==> src/rtl/vt52_pkg.sv <==
// Shared types and constants for the VT52 escape decoder.
`default_nettype none
package vt52_pkg;
    typedef enum logic [3:0] {
        ACT_PUT    = 4'd0,
        ACT_SCROLL = 4'd1,
        ACT_CLEAR  = 4'd2,
        ACT_ERASE  = 4'd3,
        ACT_BELL   = 4'd4,
        ACT_FG     = 4'd5,
        ACT_BG     = 4'd6,
        ACT_REV_ON = 4'd7,
        ACT_REV_OFF= 4'd8,
        ACT_NONE   = 4'd9
    } t_action;

    localparam logic [1:0] CFG_COLS   = 2'd0;
    localparam logic [1:0] CFG_ROWS   = 2'd1;
    localparam logic [1:0] CFG_VBELL  = 2'd2;
    localparam logic [1:0] CFG_NLCR   = 2'd3;

    localparam logic [2:0] ESC_PLAIN = 3'd0;
    localparam logic [2:0] ESC_CTRL  = 3'd1;
    localparam logic [2:0] ESC_ROW   = 3'd2;
    localparam logic [2:0] ESC_COL   = 3'd3;
    localparam logic [2:0] ESC_FG    = 3'd4;
    localparam logic [2:0] ESC_BG    = 3'd5;

    localparam logic [7:0] CH_NUL = 8'd0;
    localparam logic [7:0] CH_BEL = 8'd7;
    localparam logic [7:0] CH_BS  = 8'd8;
    localparam logic [7:0] CH_TAB = 8'd9;
    localparam logic [7:0] CH_LF  = 8'd10;
    localparam logic [7:0] CH_CR  = 8'd13;
    localparam logic [7:0] CH_ESC = 8'd27;
    localparam logic [7:0] CH_SP  = 8'd32;
    localparam logic [7:0] CH_DEL = 8'h7f;

    localparam int MAX_RESULTS = 8;

    typedef struct packed {
        t_action    action;
        logic [7:0] pos_x;
        logic [7:0] pos_y;
        logic [7:0] rect_width;
        logic [7:0] rect_height;
        logic [7:0] value;
    } t_cmd;

    // one byte after classification: up to three fixed commands plus a tab run
    typedef struct packed {
        t_cmd [2:0] cmd;
        logic [2:0] cmd_valid;
        logic       tab;
        logic [7:0] tab_start;
        logic [7:0] tab_stop;
        logic [7:0] tab_row;
        logic [7:0] cursor_x;
        logic [7:0] cursor_y;
        logic       cursor_enabled;
    } t_job;
endpackage
`default_nettype wire

==> src/rtl/vt52_queue.sv <==
// Short job queue between front and back ends.
`default_nettype none
module vt52_queue
    import vt52_pkg::*;
#(
    parameter int DEPTH = 2
) (
    input  wire logic i_clk,
    input  wire logic i_rst_n,
    input  wire logic i_valid,
    output logic      o_ready,
    input  t_job      i_job,
    output logic      o_valid,
    input  wire logic i_ready,
    output t_job      o_job
);
    localparam int AW = (DEPTH > 1) ? $clog2(DEPTH) : 1;
    t_job          r_mem [DEPTH];
    logic [AW-1:0] r_wp, r_rp;
    logic [AW:0]   r_cnt;
    logic          push, pop;

    assign o_ready = (r_cnt != (AW+1)'(DEPTH));
    assign o_valid = (r_cnt != '0);
    assign push = i_valid && o_ready;
    assign pop  = o_valid && i_ready;
    assign o_job = r_mem[r_rp];

    always_ff @(posedge i_clk) begin
        if (!i_rst_n) begin
            r_wp <= '0; r_rp <= '0; r_cnt <= '0;
        end else begin
            if (push) r_wp <= (r_wp == AW'(DEPTH - 1)) ? '0 : r_wp + 1'b1;
            if (pop)  r_rp <= (r_rp == AW'(DEPTH - 1)) ? '0 : r_rp + 1'b1;
            r_cnt <= r_cnt + (AW+1)'(push) - (AW+1)'(pop);
        end
    end

    always_ff @(posedge i_clk) begin
        if (push) r_mem[r_wp] <= i_job;
    end

    a_no_overfill: assert property (@(posedge i_clk) disable iff (!i_rst_n)
        r_cnt <= (AW+1)'(DEPTH)) else $error("queue overfilled");
endmodule
`default_nettype wire

==> config.mk <==
export PLATFORM = sky130hd
export DESIGN_NAME = vt52_queue
export DESIGN_NICKNAME = d
export VERILOG_FILES = /design/src/rtl/vt52_pkg.sv /design/src/rtl/vt52_queue.sv
export SDC_FILE = /design/constraint.sdc
export NUM_CORES = 1
export LEC_CHECK = 0
export BUFFER_PORTS_ARGS = -buffer_cell sky130_fd_sc_hd__buf_2
export CORE_ASPECT_RATIO = 0.5
export CORE_MARGIN = 2
export CORE_UTILIZATION = 28
export CTS_BUF_LIST = sky130_fd_sc_hd__clkbuf_16
export DETAILED_ROUTE_END_ITERATION = 6
export HOLD_SLACK_MARGIN = 0.08
export SYNTH_ARGS = -nofsm -noshare
export SYNTH_HDL_FRONTEND = slang
export SYNTH_SLANG_ARGS = --single-unit
==> constraint.sdc <==
create_clock -name i_clk -period 10.4 [get_ports i_clk]
set_clock_uncertainty 0.15 [all_clocks]
set_input_delay 2.08 -clock i_clk [delete_from_list [all_inputs] [get_ports i_clk]]
set_output_delay 2.08 -clock i_clk [all_outputs]
set_load 0.1 [all_outputs]
### Word-level counts from Yosys, hierarchy flattened

Memory sizes are Yosys's and may differ from the RTL's. A register that Yosys moved wholly into a read port is not among the register bits.
Index checks and enable logic that the tools add are counted.

| operators by class | value |
|---|---|
| $add $sub $neg | 4 |
| eq/ne operators | 1 |
| muxes and demuxes | 6 |
| reductions and logical operators | 3 |

Operators by type and width:

| kind | number |
|---|---|
| 2-to-1 mux 1 bit | 6 |
| adder 1 bit (second input constant) | 2 |
| adder 2 x 1 -> 2 bit | 1 |
| logical AND 1 bit | 2 |
| != test 2 bit (second input constant) | 1 |
| nonzero test 2 bit | 1 |
| subtractor 2 x 1 -> 2 bit | 1 |

| storage, ports and cells | value |
|---|---|
| flip-flop bits (word level) | 4 |
| memory bits (writable) | 354 |
| input bits | 181 |
| output and inout bits | 179 |
| word-level logic and storage cells | 18 |
| memories kept | 1 |

Memories:

| name | words | width | rd ports | clocked after Yosys merged registers in | write ports | RTL line | RTL |
|---|---|---|---|---|---|---|---|
| r_mem | 2 | 177 | 1 | 1 | 1 | vt52_queue.sv:18 | `t_job r_mem [DEPTH];` |

### Longest topological paths before layout

Gate-level depths: netlist (run 1).

| depth | value |
|---|---|
| depth in word-level cells | 4 |
| mapped depth | 6 |
| depth with buffers taken out | 6 |

### Least setup slack after synthesis (run 1)

No wires, ideal clock.

| timing path | value |
|---|---|
| kind | input -> register |
| start point | input i_valid |
| end point | memory r_mem[1][0] in the netlist's numbering, enable pin |
| library setup time | 560 ps |
| arrival | 6,181 ps |
| data required time | 9,690 ps |
| setup slack | 3,510 ps |
| cell stages on the path | 1 |
| buffers on the path | 0 |
| path through | and3_1 |

| between the ends | value |
|---|---|
| cells in the longest elaborated chain, start to end | 3 |

RTL lines:

| item | RTL line | RTL |
|---|---|---|
| start: declaration | vt52_queue.sv:10 | `input wire logic i_valid,` |
| logical AND 1 bit | vt52_queue.sv:25 | `assign push = i_valid && o_ready;` |
| 2-to-1 mux 1 bit | vt52_queue.sv:40 | `if (push) r_mem[r_wp] <= i_job;` |
| 2-to-1 mux 1 bit (not written as such) | vt52_queue.sv:40 |  |
| end: declaration | vt52_queue.sv:18 |  |

Every way passes these cells.

==> results of run 1 <==
## worst reg2reg max path, stage by stage, from the launching register on
cell,delay [ns]
dfxtp_1,0.45
nand2b_1,0.21
nand3b_1,0.20
inv_6,0.74
buf_4,1.01
## cells in the final DEF, fill, tap and decap left out, types with 4 or more instances in the layout
master / count
buf_2: 359
buf_4: 4
clkbuf_16: 39
clkinv_1: 7
clkinv_2: 4
dfxtp_1: 4
diode_2: 10
edfxtp_1: 354
inv_1: 7
mux2_2: 47
mux2_4: 130
## flip-flops by register name, indices dropped and copies added (netlist names), named ones only
| register | count |
|---|---|
| r_cnt | 2 |
| r_mem | 354 |
| r_rp | 1 |
| r_wp | 1 |
## power by group through the flow
stage          sequential (mW)  combinational (mW)  clock [mW]
4_1_cts                   1.82                2.08        1.32
2_1_floorplan             1.84                1.84           0
5_1_grt                   1.83                2.11        1.39
3_3_place_gp              1.84                2.07           0
6_report                  1.82                2.06        1.29
3_5_place_dp              1.85                2.08           0
## stage by stage
| step | area (sq um) | std cells |
|---|---|---|
| 2_1_floorplan | 13600 | 580 |
| 3_3_place_gp | 16000 | 1562 |
| 3_5_place_dp | 16000 | 1562 |
| 4_1_cts | 17200 | 1628 |
| 5_1_grt | 17200 | 1638 |
| 6_report | 17200 | 1638 |
## per-layer routing
metal | global-route usage, % | vias to the layer above
li1 | - | 3084
met1 | 10.7 | 3483
met2 | 24.8 | 100
met3 | 1.71 | 50
met4 | 5.69 | 0
met5 | 0 | -
## logic make-up (layout without fill, tap and decap cells)
logic type	Yosys count	count (layout)	share of synthesized area (%)
AOI/OAI and AO/OA	7	7	0.396
and+or+nand+nor	13	13	0.544
adders and majority gates	1	1	0.0922
xor gates and xnor gates	1	1	0.0645
other	0	10	0
muxes	178	178	18.4
DFF	359	359	79.0
buffers and inverters	21	431	1.50
## cell type report
type / count / area (sq um) / share of cell area (%)
Sequential cell: 359 / 10700 / 62.2
Multi-Input combinational cell: 200 / 2650 / 15.3
Timing Repair Buffer: 364 / 1850 / 10.7
Clock buffer: 39 / 976 / 5.66
Tap cell: 638 / 798 / 4.63
Clock inverter: 27 / 213 / 1.23
Antenna cell: 10 / 25.0 / 0.145
Inverter: 1 / 8.76 / 0.0508
## worst max-delay path by stage
stage | to | cells past startpoint | start
after detailed placement | r_mem[0][147]$_DFFE_PP_ | 4 | i_valid
after floorplan | r_mem[1][0]$_DFFE_PP_ | 1 | i_valid
after global placement | r_mem[0][146]$_DFFE_PP_ | 4 | i_valid
after CTS | o_job[118] | 3 | flop
final | o_job[106] | 3 | flop
after global routing | o_job[114] | 3 | flop
==> results.tsv, run 1 <==
metric	value	unit
outcome	finished, final reports clean	
final_nets	1145	
cts_setup_buffers	0	
htree_levels	2	
p_seq_share	35.2	%
core_area	0.0474	sq mm
critPathCaptureType	output pin	
synth.distinct_cells	24	
cts_resized	0	
clockRootBuffer	clkbuf_16	
rsz0062_at_grt	no	
synth_nets	762	
synth-main-ff-cell	edfxtp_1	
leakage	6.57	nW
critPathLaunchType	flop	
wirelength	31.2	mm
cp_max_fo	104	
clock.fmax	0.200	GHz
n_fill_cell	4470	
rows	56	
critPathArrivalTime	2.77	ns
grt_usage	11.8	%
wl_met2	19.5	mm
p_int	2.94	mW
synth_top_area_cell	edfxtp_1	
routabilityCongestion	0.761	
r2r_cells	4	
fin_tns_setup	0	ns
p_total	5.18	mW
crit_family	buffers and inverters	
cts_buffer_depth	3	
place_ws	5.60	ns
comb_power_share	39.9	%
clk_latency	0.52	ns
portBuffers	359	
grt_max_degree	108	
setup_viol	0	
final.min_clock_period	5.00	ns
r2r_slack	7.18	ns
ys_warn_count	0	
synth_edf_count	354	
dr.first_iter.drc_count	437	
ir_drop	0.124	mV
drc	0	
syn_inst	580	
initial_core_util	28.7	%
fin_crit_sh	48.1	%
hold_buffers	0	
synth.area.top_cells	edfxtp_1 (78%), mux2_4 (14%), mux2_2 (3.9%)	
relSlewSlack	27.6	%
hp-start	r_rp$_SDFFE_PN0P_	
reg2reg_from	r_cnt[0]$_SDFF_PN0_	
route.vias.total	6717	
die_w	315	microns
crit_chain	buf_12, mux2_4, buf_2	
pwr-share-clk	25.0	%
finish.utilization	36.4	%
worstSetupPathType	reg -> out	
dpl.hpwl	21.6	mm
critPathBufInv	2	
cts_tree	yes	
yosysSeqAreaShare	79.0	%
required	8.17	ns
via_per_inst	4.10	
highest_layer	met4	
wl_met3	686	microns
netlist_area	0.0136	sq mm
antenna_left	0	
io-pin-count	360	
worst_slew_pin_slew	1.09	ns
switchingPower	2.24	mW
report.final.slew_viol_count	0	
worst_slack	5.40	ns
switching_share	43.2	%
synth.most_common_cell	edfxtp_1	
min_path_type	reg -> reg	
holdPathStages	2	
clk_pin_slew	0.06	ns
met1_length	10.1	mm
max_stage_delay	0.76	ns
die_h	160	microns
hold_slack	0.437	ns
grt_pass1_vias	7341	
yosys_register_bits	359	
yosys-top-cells-count	edfxtp_1 (354), mux2_4 (130), mux2_2 (47)	
dieArea	0.0504	sq mm
cts_made_buffers	37	
synth_top_area_share	78.3	%
maxCapViolations	0	
pwr_density_cell	300	mW/mm^2
hold_viol	0	
grt_pass1_wl	44.6	mm
overflow	0	
numClockSinks	359	
drt_pass1_iterations	4	
crit_path_top_delay_cell	dfxtp_4	
wl_per_cell	19.1	microns
drive_gt1_share	60.5	%
r2r-end	r_mem[0][12]$_DFFE_PP_	
synthArstFlopShare	0	%
area_delta_synth_final	27.1	%
antenna_found_initial	10	
syn_area_per_cell	23.4	sq um
(Power assumes the default switching activity.)
==> run 2, diff against run 1 <==
- clock period: 10.4 -> 4.15 ns (I/O delays scaled with it)
==> run 2 against run 1 <==
Core utilization hardly changed. Wire length increased by 3.4%. Flip-flop and latch count is the same. Critical path depth did not move. First-iteration DRC count is 19% lower. Worst hold slack worse by 0.086 ns. Count of clock-buffer cells in the layout decreased by 2. Critical path type unchanged.
==> results.tsv, run 2 (synthesized netlist as in run 1, its figures left out) <==
metric	value	unit
hp-start	i_job[64]	
portBuffers	359	
layout_common_cells	buf_2 (359), edfxtp_1 (354), mux2_4 (130)	
required	3.17	ns
min_to	r_mem[1][64]$_DFFE_PP_	
critPathLaunchType	flop	
grt_max_degree	178	
hold_buffers	0	
clock.fmax	0.314	GHz
dpl.hpwl	22.5	mm
crit_chain	buf_12, mux2_4, buf_2	
critPathCaptureType	output pin	
final_cells	1637	
cts_setup_buffers	0	
rsz0062_at_grt	no	
worst_slew_pin_slew	1.21	ns
clockRootBuffer	clkbuf_16	
overflow	0	
io-pin-count	360	
wl_per_cell	19.7	microns
min_path_type	in -> reg	
dieArea	0.0504	sq mm
r2r-end	r_mem[0][74]$_DFFE_PP_	
cts_made_buffers	36	
critPathBufInv	2	
top_register	r_mem	
rows	56	
ir_drop	0.274	mV
leakage	6.55	nW
r2r_slack	1.77	ns
cts_buffer_depth	3	
initial_core_util	28.7	%
cts_resized	0	
fin_crit_sh	76.8	%
drt_pass1_iterations	4	
cp_max_fo	52	
worstSetupPathType	reg -> out	
outcome	finished, final reports clean	
drc	0	
pwr_density_cell	742	mW/mm^2
dr.first_iter.drc_count	356	
clk_latency	0.51	ns
numClockSinks	359	
clk_pin_slew	0.06	ns
drive_gt1_share	60.2	%
antenna_found_initial	9	
die_h	160	microns
mostFrequentLayoutCell	buf_2	
wirelength	32.3	mm
place_inst	1565	
critPathArrivalTime	2.21	ns
report.final.slew_viol_count	0	
routabilityCongestion	0.801	
fin_tns_setup	0	ns
crit_path_top_delay_cell	dfxtp_4	
reg2reg_from	r_cnt[0]$_SDFF_PN0_	
final_nets	1147	
setup_viol	0	
die_w	315	microns
largest_register_ff_count	354	
via_per_inst	4.18	
hold_viol	0	
grt_usage	12.3	%
r2r_cells	4	
relSlewSlack	19.6	%
holdPathStages	1	
grt_pass1_vias	7455	
grt_pass1_wl	46.4	mm
cts_tree	yes	
final.min_clock_period	3.19	ns
area_delta_synth_final	26.9	%
htree_levels	2	
max_stage_delay	0.56	ns
antenna_left	0	
core_area	0.0474	sq mm
route.vias.total	6842	
maxCapViolations	0	
top_regs	r_mem (354), r_cnt (2)	
crit_family	buffers and inverters	
-- run 2: how the worst max path moves through the flow --
stage / startpoint / slack (ns) / to / cells after the start
after floorplan: i_valid / 0.01 / r_mem[0][0]$_DFFE_PP_ / 2
after global placement: flop / 1.52 / o_job[172] / 3
after detailed placement: i_valid / 1.48 / r_mem[0][66]$_DFFE_PP_ / 4
after CTS: flop / 0.93 / o_job[74] / 3
after global routing: flop / 0.88 / o_job[74] / 3
final: flop / 0.96 / o_job[74] / 3
-- run 2: worst register-to-register path, cell delays in order, from the launching register on --
cell,delay [ns]
dfxtp_1,0.46
nand2b_4,0.20
nand3b_1,0.15
clkinvlp_4,0.12
buf_12,0.56
-- run 2: stage by stage --
| step | power, mW | cell area, sq um | hold WS [ns] | util [%] | worst slack [ns] |
|---|---|---|---|---|---|
| finish | 12.8 | 17200 | 0.351 | 36.4 | 0.963 |
| global route | 13.2 | 17200 | 0.325 | 36.4 | 0.885 |
| CTS | 12.9 | 17200 | 0.323 | 36.3 | 0.932 |
| detailed placement | 9.87 | 16100 | 0.437 | 34.0 | 1.48 |
| global placement | 9.83 | 16100 | 0.432 | 34.0 | 1.52 |
| floorplan | 9.20 | 13600 | 0.402 | - | 0.0106 |
-- run 2: cell type report --
class	count	area [sq um]
Fill cell	4474	30100
Timing Repair Buffer	367	1930
Clock inverter	25	155
Sequential cell	359	10700
Antenna cell	10	25.0
Clock buffer	37	926
Multi-Input combinational cell	200	2650
Tap cell	638	798
Inverter	1	7.51
-- run 2: routing by layer --
metal / wire, microns / GRT usage [%]
met5: 0 / 0
met2: 19500 / 25.4
met1: 10200 / 11.4
met3: 913 / 1.84
met4: 1550 / 6.64
-- run 2: power breakdown --
part           total (mW)  internal (mW)  switching (mW)  leakage, nW
Sequential           4.55           4.42           0.130         3.35
Clock                3.02           1.73            1.29        0.558
Combinational        5.22           1.08            4.14         2.64
Total                12.8           7.23            5.55         6.55
==> run 3, diff against run 2 <==
- clock period: 4.15 -> 3.11 ns (I/O delays scaled with it)
==> run 3 against run 2 <==
Register-to-register slack worse by 0.59 ns. First-iteration DRC count up 0.56%. Core utilization rose by 0.19 points. Sequential share of layout area is 0.31 points lower. Power rose by 34%. Critical path depth unchanged. Die area unchanged. Wire length is 3.0% lower. Worst hold slack lost 0.21 ns. Clock power grew 36%. Final cell count increased by 0.37%. Largest power group unchanged. Critical endpoint is now o_job[115]. Combinational power is 34% higher.
==> results.tsv, run 3 (synthesized netlist as in run 1, its figures left out) <==
metric	value	unit
outcome	finished, final reports clean	
final_nets	1153	
clk_latency	0.51	ns
clk_pin_slew	0.07	ns
drt_pass1_iterations	5	
die_h	160	microns
setup_viol	0	
cts_buffer_depth	3	
p_total	17.2	mW
die_w	315	microns
final_cells	1643	
hold_buffers	0	
worst_slack	0.185	ns
overflow	0	
largest_register_ff_count	354	
numClockSinks	359	
leakage	6.60	nW
dieArea	0.0504	sq mm
pwr_density_cell	991	mW/mm^2
rows	56	
critPathBufInv	2	
grt_pass1_wl	45.1	mm
required	2.34	ns
routabilityCongestion	0.764	
dr.first_iter.drc_count	358	
antenna_left	0	
cp_max_fo	57	
grt_max_degree	115	
finish.utilization	36.6	%
antenna_found_initial	9	
clock.fmax	0.342	GHz
worstSetupPathType	reg -> out	
route.vias.total	6771	
place_ws	0.730	ns
drive_gt1_share	60.9	%
crit_family	buffers and inverters	
critPathArrivalTime	2.15	ns
rsz0062_at_grt	no	
initial_core_util	28.7	%
portBuffers	359	
n_fill_cell	4463	
max_stage_delay	0.48	ns
cts_tree	yes	
report.final.slew_viol_count	0	
cts_made_buffers	37	
ir_drop	0.394	mV
hold_viol	0	
relSlewSlack	51.4	%
critPathLaunchType	flop	
clockRootBuffer	clkbuf_16	
io-pin-count	360	
fin_crit_sh	94.0	%
mostFrequentLayoutCell	buf_2	
maxCapViolations	0	
drc	0	
via_per_inst	4.12	
register_area	0.0107	sq mm
core_area	0.0474	sq mm
final.min_clock_period	2.92	ns
grt_usage	11.9	%
wirelength	31.3	mm
htree_levels	2	
area_delta_synth_final	27.6	%
layout_common_cells	buf_2 (359), edfxtp_1 (354), mux2_4 (130)	
wl_per_cell	19.1	microns
cts_setup_buffers	0	
crit_path_top_delay_cell	dfxtp_4	
top_register	r_mem	
cts_resized	0	
place_inst	1570	
min_path_type	in -> reg	
crit_chain	buf_12, mux2_4, buf_2	
dpl.hpwl	22.1	mm
critPathCaptureType	output pin	
top_regs	r_mem (354), r_cnt (2)	
multi_input_area	0.00265	sq mm
grt_pass1_vias	7357	
worst_slew_pin_slew	0.729	ns
## run 3: cell count changes in the layout (fill, tap and decap cells not counted)
cell	delta
buf_12	+1
buf_4	+4
bufinv_16	-1
clkbuf_16	+2
clkinv_1	-5
clkinvlp_4	+2
dfxtp_1	-2
dfxtp_2	+2
diode_2	-1
inv_1	+2
inv_6	+2
## run 3: routing by layer
metal | vias up | routed length (microns) | global-route usage, %
met2 | 108 | 19800 | 25.3
met4 | 0 | 633 | 4.65
met3 | 41 | 733 | 1.83
met5 | - | 0 | 0
met1 | 3509 | 10200 | 10.9
li1 | 3113 | - | -
## run 3: layout make-up
cell class	instances	area share [%]
inverter	1	0.0433
multi-input combinational	200	15.3
sequential	359	62.0
tap	638	4.61
antenna	9	0.130
clock buffer	39	5.63
clock inverter	25	0.845
timing repair buffer	372	11.4
## run 3: path summary, 6_finish.rpt
check                       endpoint           startpoint  slack, ns  cells after the start
min          r_mem[1][170]$_DFFE_PP_           i_job[170]       0.14                      1
min reg2reg        r_rp$_SDFFE_PN0P_    r_rp$_SDFFE_PN0P_       0.44                      2
max reg2reg   r_mem[0][10]$_DFFE_PP_  r_cnt[0]$_SDFF_PN0_       1.18                      4
max                       o_job[115]                 flop       0.19                      3
## run 3: through the flow
stage | TNS (ns) | hold slack [ns] | area, sq um
after floorplan | -240.66 | 0.402 | 13600
after global placement | 0 | 0.423 | 16200
after detailed placement | 0 | 0.433 | 16200
after CTS | 0 | 0.109 | 17300
after global routing | 0 | 0.105 | 17300
final | 0 | 0.138 | 17300
## run 3: report_power, final
group | total, mW | switching (mW) | internal (mW)
clock | 4.11 | 1.76 | 2.35
sequential | 6.04 | 0.149 | 5.89
combinational | 7.02 | 5.55 | 1.47
