--- src/rtl/vt52_pkg.sv ---
// Shared types and constants for the VT52 escape decoder.
`default_nettype none
package vt52_pkg;
    typedef enum logic [3:0] {
        ACT_PUT    = 4'd0,
        ACT_SCROLL = 4'd1,
        ACT_CLEAR  = 4'd2,
        ACT_ERASE  = 4'd3,
        ACT_BELL   = 4'd4,
        ACT_FG     = 4'd5,
        ACT_BG     = 4'd6,
        ACT_REV_ON = 4'd7,
        ACT_REV_OFF= 4'd8,
        ACT_NONE   = 4'd9
    } t_action;

    localparam logic [1:0] CFG_COLS   = 2'd0;
    localparam logic [1:0] CFG_ROWS   = 2'd1;
    localparam logic [1:0] CFG_VBELL  = 2'd2;
    localparam logic [1:0] CFG_NLCR   = 2'd3;

    localparam logic [2:0] ESC_PLAIN = 3'd0;
    localparam logic [2:0] ESC_CTRL  = 3'd1;
    localparam logic [2:0] ESC_ROW   = 3'd2;
    localparam logic [2:0] ESC_COL   = 3'd3;
    localparam logic [2:0] ESC_FG    = 3'd4;
    localparam logic [2:0] ESC_BG    = 3'd5;

    localparam logic [7:0] CH_NUL = 8'd0;
    localparam logic [7:0] CH_BEL = 8'd7;
    localparam logic [7:0] CH_BS  = 8'd8;
    localparam logic [7:0] CH_TAB = 8'd9;
    localparam logic [7:0] CH_LF  = 8'd10;
    localparam logic [7:0] CH_CR  = 8'd13;
    localparam logic [7:0] CH_ESC = 8'd27;
    localparam logic [7:0] CH_SP  = 8'd32;
    localparam logic [7:0] CH_DEL = 8'h7f;

    localparam int MAX_RESULTS = 8;

    typedef struct packed {
        t_action    action;
        logic [7:0] pos_x;
        logic [7:0] pos_y;
        logic [7:0] rect_width;
        logic [7:0] rect_height;
        logic [7:0] value;
    } t_cmd;

    // one byte after classification: up to three fixed commands plus a tab run
    typedef struct packed {
        t_cmd [2:0] cmd;
        logic [2:0] cmd_valid;
        logic       tab;
        logic [7:0] tab_start;
        logic [7:0] tab_stop;
        logic [7:0] tab_row;
        logic [7:0] cursor_x;
        logic [7:0] cursor_y;
        logic       cursor_enabled;
    } t_job;
endpackage
`default_nettype wire

--- src/rtl/vt52_back.sv ---
// Back end: walks each job and emits its result items one per cycle while the output is not stalled.
`default_nettype none
module vt52_back
    import vt52_pkg::*;
(
    input  wire logic i_clk,
    input  wire logic i_rst_n,
    input  wire logic i_valid,
    output logic      o_ready,
    input  t_job      i_job,
    output logic      o_valid,
    input  wire logic i_ready,
    output t_cmd      o_cmd,
    output logic [7:0] o_cursor_x,
    output logic [7:0] o_cursor_y,
    output logic      o_cursor_enabled,
    output logic      o_last
);
    // step 0..2: fixed commands, then tab spaces from tab_start, then none
    logic [1:0] r_slot;
    logic [3:0] r_toff;
    logic [3:0] r_emitted;
    logic       busy_ok;
    logic       have_fixed, nxt_fixed, tab_any, tab_more;
    t_cmd       cur;
    logic       last_now;
    logic [3:0] vmask;
    logic [7:0] tab_pos;
    logic [7:0] tab_end;

    assign busy_ok = !o_valid || i_ready;
    assign tab_end = i_job.tab_stop;
    assign vmask   = {1'b0, i_job.cmd_valid};
    assign tab_pos = i_job.tab_start + {4'd0, r_toff};
    assign tab_any = i_job.tab && (i_job.tab_start < tab_end);

    always_comb begin
        have_fixed = vmask[r_slot];
        nxt_fixed  = (r_slot != 2'd3) && vmask[r_slot + 2'd1];
        tab_more   = tab_any && (tab_pos < tab_end) && (r_emitted < 4'(MAX_RESULTS));
        cur        = '0;
        cur.action = ACT_NONE;
        if (have_fixed) begin
            cur = i_job.cmd[r_slot];
        end else if (tab_more) begin
            cur = '0;
            cur.action = ACT_PUT;
            cur.pos_x  = tab_pos;
            cur.pos_y  = i_job.tab_row;
            cur.value  = CH_SP;
        end
        if (have_fixed) last_now = !nxt_fixed && !tab_any;
        else if (tab_more) last_now = (tab_pos + 8'd1 >= tab_end) ||
            (r_emitted + 4'd1 >= 4'(MAX_RESULTS));
        else last_now = 1'b1;
    end

    assign o_ready = i_valid && busy_ok && last_now;

    always_ff @(posedge i_clk) begin
        if (!i_rst_n) begin
            o_valid <= 1'b0;
            r_slot <= 2'd0; r_toff <= '0; r_emitted <= '0;
        end else if (busy_ok) begin
            o_valid <= i_valid;
            if (i_valid) begin
                if (last_now) begin
                    r_slot <= 2'd0; r_toff <= '0; r_emitted <= '0;
                end else begin
                    r_emitted <= r_emitted + 4'd1;
                    if (have_fixed) r_slot <= nxt_fixed ? r_slot + 2'd1 : 2'd3;
                    else r_toff <= r_toff + 4'd1;
                end
            end
        end
    end

    always_ff @(posedge i_clk) begin
        if (busy_ok && i_valid) begin
            o_cmd <= cur;
            o_cursor_x <= i_job.cursor_x;
            o_cursor_y <= i_job.cursor_y;
            o_cursor_enabled <= i_job.cursor_enabled;
            o_last <= last_now;
        end
    end

    a_emit_cap: assert property (@(posedge i_clk) disable iff (!i_rst_n)
        r_emitted < 4'(MAX_RESULTS)) else $error("too many results");
    a_pop_job: assert property (@(posedge i_clk) disable iff (!i_rst_n)
        o_ready |-> i_valid) else $error("pop without job");
    a_out_hold: assert property (@(posedge i_clk) disable iff (!i_rst_n)
        o_valid && !i_ready |=> o_valid && $stable(o_cmd) && $stable(o_last))
        else $error("result changed while stalled");
endmodule
`default_nettype wire

--- config.mk ---
export PLATFORM = sky130hd
export DESIGN_NAME = vt52_back
export DESIGN_NICKNAME = d
export VERILOG_FILES = /design/src/rtl/vt52_pkg.sv /design/src/rtl/vt52_back.sv
export SDC_FILE = /design/constraint.sdc
export NUM_CORES = 1
export LEC_CHECK = 0
export ABC_CLOCK_PERIOD_IN_PS = 3700
export BUFFER_PORTS_ARGS = -buffer_cell sky130_fd_sc_hd__buf_4
export CORE_UTILIZATION = 40
export CTS_CLUSTER_SIZE = 28
export DETAILED_ROUTE_END_ITERATION = 7
export GPL_TIMING_DRIVEN = 0
export PLACE_DENSITY = 0.76
export SKIP_CTS_REPAIR_TIMING = 1
export SYNTH_ARGS = -nofsm -noshare
export SYNTH_HDL_FRONTEND = slang
export SYNTH_SLANG_ARGS = --single-unit
--- constraint.sdc ---
create_clock -name i_clk -period 3.7 [get_ports i_clk]
set_input_delay 0.555 -clock i_clk [delete_from_list [all_inputs] [get_ports i_clk]]
set_output_delay 0.555 -clock i_clk [all_outputs]
set_load 0.005 [all_outputs]
After elaboration in Yosys (flattened, before gate mapping)
Cells that the tools add are included.
{ "word_totals": {"reg_bits": 73, "in_bits": 181, "out_inout_bits": 64, "wordCells": 60} }
{ "classes": {"add_sub_neg": 5, "n_lt_le_gt_ge": 7, "n_eq_ne": 2, "n_mux": 16, "n_reduce_logical": 16} }
{ "ops": {"columns": ["operator", "n"], "rows": [
  ["$mux 44", 3],
  ["$bmux 44 s2", 1],
  ["$lt 8x8->1", 2],
  ["$mux 4", 3],
  ["$add 4x1->4 const B", 2],
  ["$add 8x1->8 const B", 1],
  ["$add 8x4->8", 1],
  ["$ge 8x8->1", 1],
  ["$logic_and 1x1->1", 7],
  ["$lt 2x3->1 const B", 2],
  ["$mux 2", 3],
  ["$reduce_and 3->1", 2],
  ["$bmux 1 s2", 2],
  ["$ge 4x4->1 const B", 1],
  ["$lt 4x4->1 const B", 1],
  ["$mux 1", 4],
  ["$logic_not 1->1", 3],
  ["$add 2x1->2 const B", 1],
  ["$logic_or 1x1->1", 2],
  ["$ne 2x1->1 const B", 1],
  ["$ne 2x2->1 const B", 1],
  ["$reduce_and 2->1", 1],
  ["$reduce_bool 2->1", 1]
]} }

Logic depth before layout (Yosys ltp)
Gate-level depths: netlist (run 1).
{ "logic_depth": {"word_depth": 9, "ltp_mapped": 14, "depth_no_buf": 14} }

Worst setup path after synthesis (run 1)
OpenSTA, ideal clock, no wires.
{ "synth_path": {"path_kind": "input to output", "from": "input i_job[33] (netlist bit)", "to": "output o_ready", "arrival_time_ps": 3332, "required_time_ps": 3145, "setup_slack_ps": -187, "cell_stages": 12, "n_path_buf": 0, "path_cell_list": "ha_1 > fa_1 > a21o_1 > a21oi_1 > xnor2_1 > nand3_1 > xnor2_1 > ha_1 > a211oi_1 > nor2_1 > nor4_2 > a21oi_1"} }
{ "synth_between": {"elab_chain_len": 7, "elab_cells_between_ends": 14, "classes_between": "add/sub (2); order compare (3); mux (2); reduce/logical (7)"} }
{ "synth_rtl": {"columns": ["element", "line", "rtl"], "rows": [
  ["start: declaration", "vt52_back.sv:10", "input t_job i_job,"],
  ["$add 8x4->8 or $lt 8x8->1 (tied branches)", "vt52_back.sv:34, vt52_back.sv:35", null],
  ["$add 8x1->8 (tied with other cells)", "vt52_back.sv:53", "else if (tab_more) last_now = (tab_pos + 8'd1 >= tab_end) ||"],
  ["$ge 8x8->1 or $logic_and 1x1->1 (tied branches)", "vt52_back.sv:53, vt52_back.sv:40", null],
  ["$logic_or 1x1->1 or $logic_and 1x1->1 (tied branches)", "vt52_back.sv:53, vt52_back.sv:40", null],
  ["$mux 1", "vt52_back.sv:53", null],
  ["$mux 1 *", "vt52_back.sv:52", "if (have_fixed) last_now = !nxt_fixed && !tab_any;"],
  ["$logic_and 1x1->1 *", "vt52_back.sv:58", "assign o_ready = i_valid && busy_ok && last_now;"],
  ["end: declaration", "vt52_back.sv:9", "output logic o_ready,"]
]} }
Mark *: on every way between the ends. The rest lies on a longest branch, timed or not.

Final worst setup path (run 1)
{ "layout_path": {"from": "register r_toff[0]", "to": "output o_ready"} }
{ "layout_between": {"elab_chain_len": 7, "elab_cells_between_ends": 10, "classes_between": "add/sub (2); order compare (2); mux (2); reduce/logical (4)"} }
{ "layout_rtl": {"columns": ["element", "line", "rtl"], "rows": [
  ["start: declaration", "vt52_back.sv:21", "logic [3:0] r_toff;"],
  ["start signal: assignment", "vt52_back.sv:72", "else r_toff <= r_toff + 4'd1;"],
  ["$add 8x4->8 *", "vt52_back.sv:34", "assign tab_pos = i_job.tab_start + {4'd0, r_toff};"],
  ["$add 8x1->8 or $lt 8x8->1 (tied branches)", "vt52_back.sv:53, vt52_back.sv:40", null],
  ["$ge 8x8->1 or $logic_and 1x1->1 (tied branches)", "vt52_back.sv:53, vt52_back.sv:40", null],
  ["$logic_or 1x1->1 or $logic_and 1x1->1 (tied branches)", "vt52_back.sv:53, vt52_back.sv:40", null],
  ["$mux 1 *", "vt52_back.sv:53", null],
  ["$mux 1 *", "vt52_back.sv:52", null],
  ["$logic_and 1x1->1 *", "vt52_back.sv:58", null]
]} }
Marks and branches as above.

==> results of run 1 <==
critical path: cells and delay by family (launching register included):
kind	cells	cell delay [ns]
XOR/XNOR	1	0.17
flip-flops	1	0.44
AND/OR/NAND/NOR	2	0.46
buffers and inverters	1	0.17
adder cells (fa/ha/maj)	4	1.28
AO/OA/AOI/OAI	3	0.62
power by group:
| part | internal [W] | switching [W] |
|---|---|---|
| Combinational | 0.000385 | 0.000391 |
| Sequential | 0.000999 | 0.0000238 |
| Clock | 0.000256 | 0.000343 |
cell type report:
type                       count  share of cell area
tap                          140              0.0257
timing repair buffer         250               0.277
buffer                        23              0.0147
sequential                    73               0.306
inverter                      16             0.00881
multi-input combinational    333               0.341
clock buffer                   9              0.0182
clock inverter                 7             0.00899
metrics by stage:
| step | area, um2 | TNS, ns | total power (W) | util |
|---|---|---|---|---|
| 2_1_floorplan | 4510 | 0 | 0.00141 | - |
| 3_3_place_gp | 6520 | -5.74 | 0.00178 | 0.599 |
| 3_5_place_dp | 6540 | -6.42 | 0.00180 | 0.601 |
| 4_1_cts | 6720 | -0.916 | 0.00240 | 0.618 |
| 5_1_grt | 6820 | -0.577 | 0.00252 | 0.626 |
| 6_report | 6820 | -0.347 | 0.00240 | 0.626 |
cells by family after synthesis:
kind of cell             count (synthesis)
adder cells (fa/ha/maj)                 31
flip-flops                              73
buffers and inverters                   39
AND/OR/NAND/NOR                        133
multiplexers                            49
XOR/XNOR                                16
AO/OA/AOI/OAI                          104
flip-flops by register name, summed over array words and instances, names as in the netlist:
name,flops
r_toff,4
o_valid,1
o_cmd,44
r_slot,2
o_last,1
o_cursor_x,8
o_cursor_enabled,1
o_cursor_y,8
r_emitted,4
path summary, 6_finish.rpt:
path / from / endpoint / slack [ns] / cells after the start
min: i_job[11] / o_cursor_x[2] / 0.37 / 1
max: r_toff[0] / o_ready / -0.35 / 11
min reg2reg: o_valid / o_valid / 0.51 / 2
max reg2reg: r_toff[0] / o_cmd[35] / 0.17 / 14
Yosys cell counts, drive strengths merged (2+ instances only):
master,instances
a21oi,57
buf,10
o2111ai,3
a21o,3
o21ai,17
nor3,3
a211o,4
a211oi,3
o22ai,4
ha,30
nand2,23
edfxtp,62
xnor2,10
clkbuf,13
nand3,9
mux2i,49
dfxtp,11
a31oi,5
xor2,6
and3,3
o211ai,3
nor2,76
nand2b,3
nor2b,4
nand4,6
inv,16
nand4b,2
placed cells by master, fill, tap and decap left out, types with 4 or more instances in the layout:
cell type | netlist | routed
o22ai_1 | 4 | 4
nand2_1 | 23 | 23
buf_2 | 5 | 5
inv_1 | 16 | 15
nor2_1 | 76 | 76
a31oi_1 | 5 | 5
edfxtp_1 | 62 | 62
ha_1 | 30 | 30
mux2i_1 | 49 | 49
nand3_1 | 9 | 8
xnor2_1 | 10 | 7
clkbuf_1 | 13 | 13
nor2b_1 | 4 | 4
dfxtp_1 | 11 | 10
o21ai_0 | 17 | 17
buf_1 | 4 | 4
a21oi_1 | 57 | 54
nand4_1 | 6 | 6
buf_4 | 0 | 249
a211o_1 | 4 | 4
xor2_1 | 6 | 4
clkbuf_8 | 0 | 9
layer usage:
layer | vias up | track usage
met1 | 2130 | 0.271
li1 | 2145 | -
met2 | 171 | 0.444
met5 | - | 0
met4 | 0 | 0.0890
met3 | 25 | 0.0521
==> flow_summary.json, run 1 <==
{
  "status": "finished with violations",
  "violations": "setup timing",
  "io_pins": 245,
  "clockRootBuffer": "clkbuf_8",
  "worst_path_max_delay_cell": "fa_2",
  "synth-edff-count": 62,
  "maxCapViolCount": 0,
  "hold_violations": 0,
  "clk_latency_ns": 0.35,
  "slowest_delay_ns": 0.49,
  "gr-total-overflow": 0,
  "routed-wl-met2_um": 7650,
  "area_growth_pct": 52.2,
  "die_area_mm2": 0.0116,
  "regArea_mm2": 0.00208,
  "final_layout_size_suffix_gt1_frac": 0.409,
  "seq_area_frac_synth": 0.465,
  "syn_avg_cell_area_um2": 10.1,
  "grt_max_degree": 37,
  "cp.arrival_ns": 3.49,
  "path_clk_slew_ns": 0.09,
  "fp.coreArea_mm2": 0.0109,
  "dp.cells": 830,
  "ys_ff_latch": 73,
  "num_rows": 38,
  "whs_ns": 0.372,
  "port_buffers": 244,
  "first_iter_violations": 248,
  "track_usage": 0.242,
  "endpoint_kind": "primary output",
  "hp-class": "in2reg",
  "clk_path_buf_depth": 2,
  "rsz0062_at_grt": "true",
  "synth_area_leaders": "edfxtp_1 42%, mux2i_1 11%, ha_1 8.4%",
  "muxShareOfSynthArea": 0.110,
  "maxSlewViolCount": 0,
  "netlist-cell-type-count": 39,
  "multi_input_area_mm2": 0.00232,
  "ir_worst_vdd_mv": 0.169,
  "crit_path_start_kind": "register",
  "synthCells": 445,
  "finalCriticalPeriod_ns": 4.05,
  "syn_area_mm2": 0.00448,
  "wl_um": 14500,
  "synth-compound-area-share": 0.140,
  "yosysTopAreaCell": "edfxtp_1",
  "routabilityCongestion": 0.939,
  "power_per_cell_area_mw_per_mm2": 352,
  "n_fill_cell": 917,
  "clock_sinks": 73,
  "top_layer": "met4",
  "nNetsFinal": 918,
  "setup_ws_ns": -0.347,
  "wl_per_cell_um": 17.0,
  "dr.pass1.iters": 5,
  "yosys.area_share.simple": 0.130,
  "grt_pass1_wl_um": 21200,
  "netlist.area_leader.share": 0.416,
  "die_height_um": 108,
  "antennaDiodeCount": 0,
  "timing.slew.headroom": 0.493,
  "synth-adder-area-share": 0.0883,
  "fin_crit_sh": 1.09,
  "start_util": 0.411,
  "dp_slack_ns": -0.554,
  "h-tree-depth": 3,
  "synth.net_count": 657,
  "clock_skew_ns": 0.00843,
  "wl_met3_um": 787,
  "die_x_um": 108,
  "hpwl_um": 11300,
  "wl_met1_um": 5730,
  "cp_data_required_time_ns": 3.14,
  "synth_top_family_by_area": "compound AO/OA/AOI/OAI gates",
  "path_cells": "ha_1 -> fa_2 -> ha_1 -> xor2_1 -> ha_1 -> a211o_1 -> a31oi_1 -> nor3_2 -> nor4_4 -> a21oi_2 -> buf_4",
  "vias": 4471,
  "tightest_slew_ns": 0.761,
  "grt_antenna_before_repair": 0,
  "yosys_most_used_dff": "edfxtp_1",
  "ant_nets": 0,
  "cts_made_buffers": 9,
  "path_common_cell": "ha_1",
  "final_cell_count_no_fill": 851,
  "leakage_nw": 3.03,
  "path_class": "reg2out",
  "first_global_vias": 4291,
  "fmax_mhz": 247,
  "synth_xor_area_frac": 0.0313,
  "tritoncts": "yes",
  "drc": 0,
  "yosys_warnings": 0,
  "setup_violations": 1,
  "synthArstFlopShare": 0,
  "drt-vias-per-instance": 5.25,
  "cp_max_fo": 5
}
No activity file was read; power rests on OpenSTA's default activity.
==> run 2, diff against run 1 <==
- ABC_AREA: default -> 1
- CORE_UTILIZATION: 40 -> 30
- PLACE_DENSITY: 0.76 -> default
- RECOVER_POWER: default -> 25
==> flow_summary.json, run 2 <==
{
  "combPwrFrac": 0.306,
  "multi_input_area_mm2": 0.00230,
  "path_clk_slew_ns": 0.06,
  "yosys_warnings": 0,
  "io_pins": 245,
  "cts_made_buffers": 9,
  "die_height_um": 127,
  "die_x_um": 127,
  "reg_top3": "o_cmd (44), o_cursor_x (8), o_cursor_y (8)",
  "drc": 0,
  "critPathBufInv": 4,
  "crit_path_end": "o_ready",
  "nNetsFinal": 1058,
  "gr-total-overflow": 0,
  "area_growth_pct": 54.1,
  "first_global_vias": 4342,
  "timing.slew.headroom": -0.238,
  "fin_crit_sh": 1.10,
  "num_rows": 45,
  "power_per_cell_area_mw_per_mm2": 366,
  "ir_worst_vdd_mv": 0.206,
  "sw_frac_of_total": 0.310,
  "final_layout_size_suffix_gt1_frac": 0.373,
  "cp_max_fo": 4,
  "setup_violations": 1,
  "syn_area_mm2": 0.00471,
  "maxCapViolCount": 1,
  "hold_violations": 0,
  "leakage_nw": 3.54,
  "drt-vias-per-instance": 4.51,
  "fmax_mhz": 246,
  "layout_common_cells": "215 x buf_4, 128 x nand2_1, 83 x o21ai_0",
  "crit_start": "r_toff[0]",
  "dp_slack_ns": -0.695,
  "top_register": "o_cmd",
  "first_iter_violations": 249,
  "maxSlewViolCount": 19,
  "synthArstFlopShare": 0,
  "synthTopCellsByCount": "130 x nand2_1, 84 x o21ai_0, 76 x inv_1",
  "r2r_slack_ns": 0.18,
  "fin_area_mm2": 0.00727,
  "synth_top_family_by_area": "simple AND/OR/NAND/NOR gates",
  "netlist.area_leader.share": 0.395,
  "regArea_mm2": 0.00209,
  "die_area_mm2": 0.0162,
  "wl_per_cell_um": 15.9,
  "crit_path_start_kind": "register",
  "violations": "capacitance limit, slew limit, setup timing",
  "tightest_slew_ns": 1.85,
  "ys_ff_latch": 73,
  "r2r_cells": 20,
  "clockPowerShare": 0.308,
  "yosysMostFrequentCell": "nand2_1",
  "vias": 4788,
  "ant_nets": 0,
  "setup_ws_ns": -0.362,
  "n_fill_cell": 1566,
  "grt_max_degree": 36,
  "largest_reg_flops": 44,
  "clk_latency_ns": 0.34,
  "synthCells": 580,
  "r2r_end": "r_emitted[3]",
  "cp.arrival_ns": 3.51,
  "tritoncts": "yes",
  "grt_antenna_before_repair": 0,
  "fp.coreArea_mm2": 0.0153,
  "cp_data_required_time_ns": 3.14,
  "synth.net_count": 792,
  "slowest_delay_ns": 0.42,
  "seq_power_share": 0.386,
  "status": "finished with violations",
  "netlist-cell-type-count": 35,
  "path_class": "reg2out",
  "dr.pass1.iters": 5,
  "clockRootBuffer": "clkbuf_16",
  "clock_sinks": 73,
  "start_util": 0.309,
  "rsz0062_at_grt": "true",
  "p_sw_w": 0.000825,
  "final_common_cell": "buf_4",
  "yosys_most_used_dff": "edfxtp_1",
  "fin_setup_tns_ns": -0.362,
  "grt_pass1_wl_um": 24700,
  "finalCriticalPeriod_ns": 4.06,
  "seq_area_frac_synth": 0.442,
  "synth-compound-area-share": 0.163,
  "endpoint_kind": "primary output",
  "synth-adder-area-share": 0.0839,
  "clk_path_buf_depth": 2,
  "syn_avg_cell_area_um2": 8.13,
  "routabilityCongestion": 0.822,
  "wl_um": 16900,
  "power.internal_w": 0.00183,
  "h-tree-depth": 3,
  "synth_xor_area_frac": 0.0239,
  "hpwl_um": 13000,
  "yosys.area_share.simple": 0.201,
  "critPathTopFamily": "simple AND/OR/NAND/NOR gates",
  "antennaDiodeCount": 0,
  "dpl_cell_area_mm2": 0.00687,
  "synth-edff-count": 62,
  "hp-class": "in2reg",
  "clock_skew_ns": 0.00948,
  "worst-path-stages": 19,
  "track_usage": 0.204,
  "muxShareOfSynthArea": 0,
  "yosysTopAreaCell": "edfxtp_1",
  "port_buffers": 244,
  "path_cells": "ha_4 -> fa_2 -> xor2_2 -> inv_2 -> nor3_4 -> nand2_1 -> nor2_2 -> nand4_1 -> xor2_1 -> inv_1 -> ha_4 -> a21oi_2 -> o21a_1 -> nand3_1 -> nor2_1 -> nand4_2 -> nand2_2 -> inv_2 -> buf_6",
  "synth_area_leaders": "edfxtp_1 39%, nand2_1 10%, o21ai_0 8.9%",
  "worst_path_max_delay_cell": "fa_2",
  "rr_startpoint": "r_toff[0]"
}
[run 2: changes by cell type after synthesis, sizes merged, moves of 7 or more]
cell	before	now
mux2i	49	0
nand2	23	136
clkbuf	13	20
a22o	0	8
a21oi	57	18
inv	16	82
xnor2	10	2
o21ai	17	104
buf	10	3
nor2	76	65
[run 2: area by class of cell]
class	instances	share of cell area
plain buffers	23	0.0134
clock buffers	10	0.0315
clock inverters	6	0.00585
inverters	82	0.0424
multi-input cells	402	0.317
flip-flops and latches	73	0.287
well taps	211	0.0363
repair buffers	255	0.266
[run 2: stage by stage]
stage | hold slack (ns) | std cells | total power, W | utilization
6_report | 0.415 | 1062 | 0.00266 | 0.476
3_3_place_gp | 0.455 | 1035 | 0.00183 | 0.446
2_1_floorplan | 0.445 | 580 | 0.00142 | -
4_1_cts | 0.379 | 1053 | 0.00267 | 0.468
3_5_place_dp | 0.459 | 1037 | 0.00185 | 0.450
5_1_grt | 0.401 | 1062 | 0.00280 | 0.476
[run 2: routing by layer]
layer  wire length (um)  vias to the layer above  global-route usage
li1                   -                     2447                   -
met1               7730                     2164               0.270
met2               8050                      166               0.337
met3                958                       11              0.0423
met4                167                        0              0.0553
met5                  0                        -                   0
[run 2: how the worst min path moves through the flow]
stage | start | to | slack, ns | depth (start not counted)
detailed placement | r_emitted[3] | r_emitted[3] | 0.46 | 2
floorplan | r_emitted[3] | r_emitted[3] | 0.45 | 2
global route | i_job[4] | o_cursor_y[3] | 0.40 | 1
global placement | r_emitted[3] | r_emitted[3] | 0.45 | 2
finish | i_job[4] | o_cursor_y[3] | 0.41 | 1
CTS | i_job[16] | o_cursor_x[7] | 0.38 | 1
[run 2: worst reg2reg max path, stage by stage (launching register included)]
cell     delay (ns)
dfxtp_4        0.35
ha_4           0.17
fa_2           0.42
xor2_2         0.24
inv_2          0.09
nor3_4         0.20
nand2_1        0.10
nor2_2         0.14
nand4_1        0.11
xor2_1         0.17
inv_1          0.09
ha_4           0.20
a21oi_2        0.13
o21a_1         0.16
nand3_1        0.09
nor2_1         0.14
nand4_2        0.13
buf_4          0.18
nand2_4        0.08
nand3_1        0.07
a21oi_1        0.20
[run 2: kinds of logic after synthesis]
family,Yosys count
flops,73
simple gates,224
buf+inv,105
fa+ha+maj,31
compound gates,135
xor+xnor,12
[run 2: power by group through the flow]
stage	clock (W)	sequential, W	combinational (W)
global placement	0	0.00104	0.000787
floorplan	0	0.00105	0.000371
CTS	0.000832	0.00103	0.000806
finish	0.000819	0.00103	0.000815
global route	0.000862	0.00103	0.000907
detailed placement	0	0.00104	0.000803
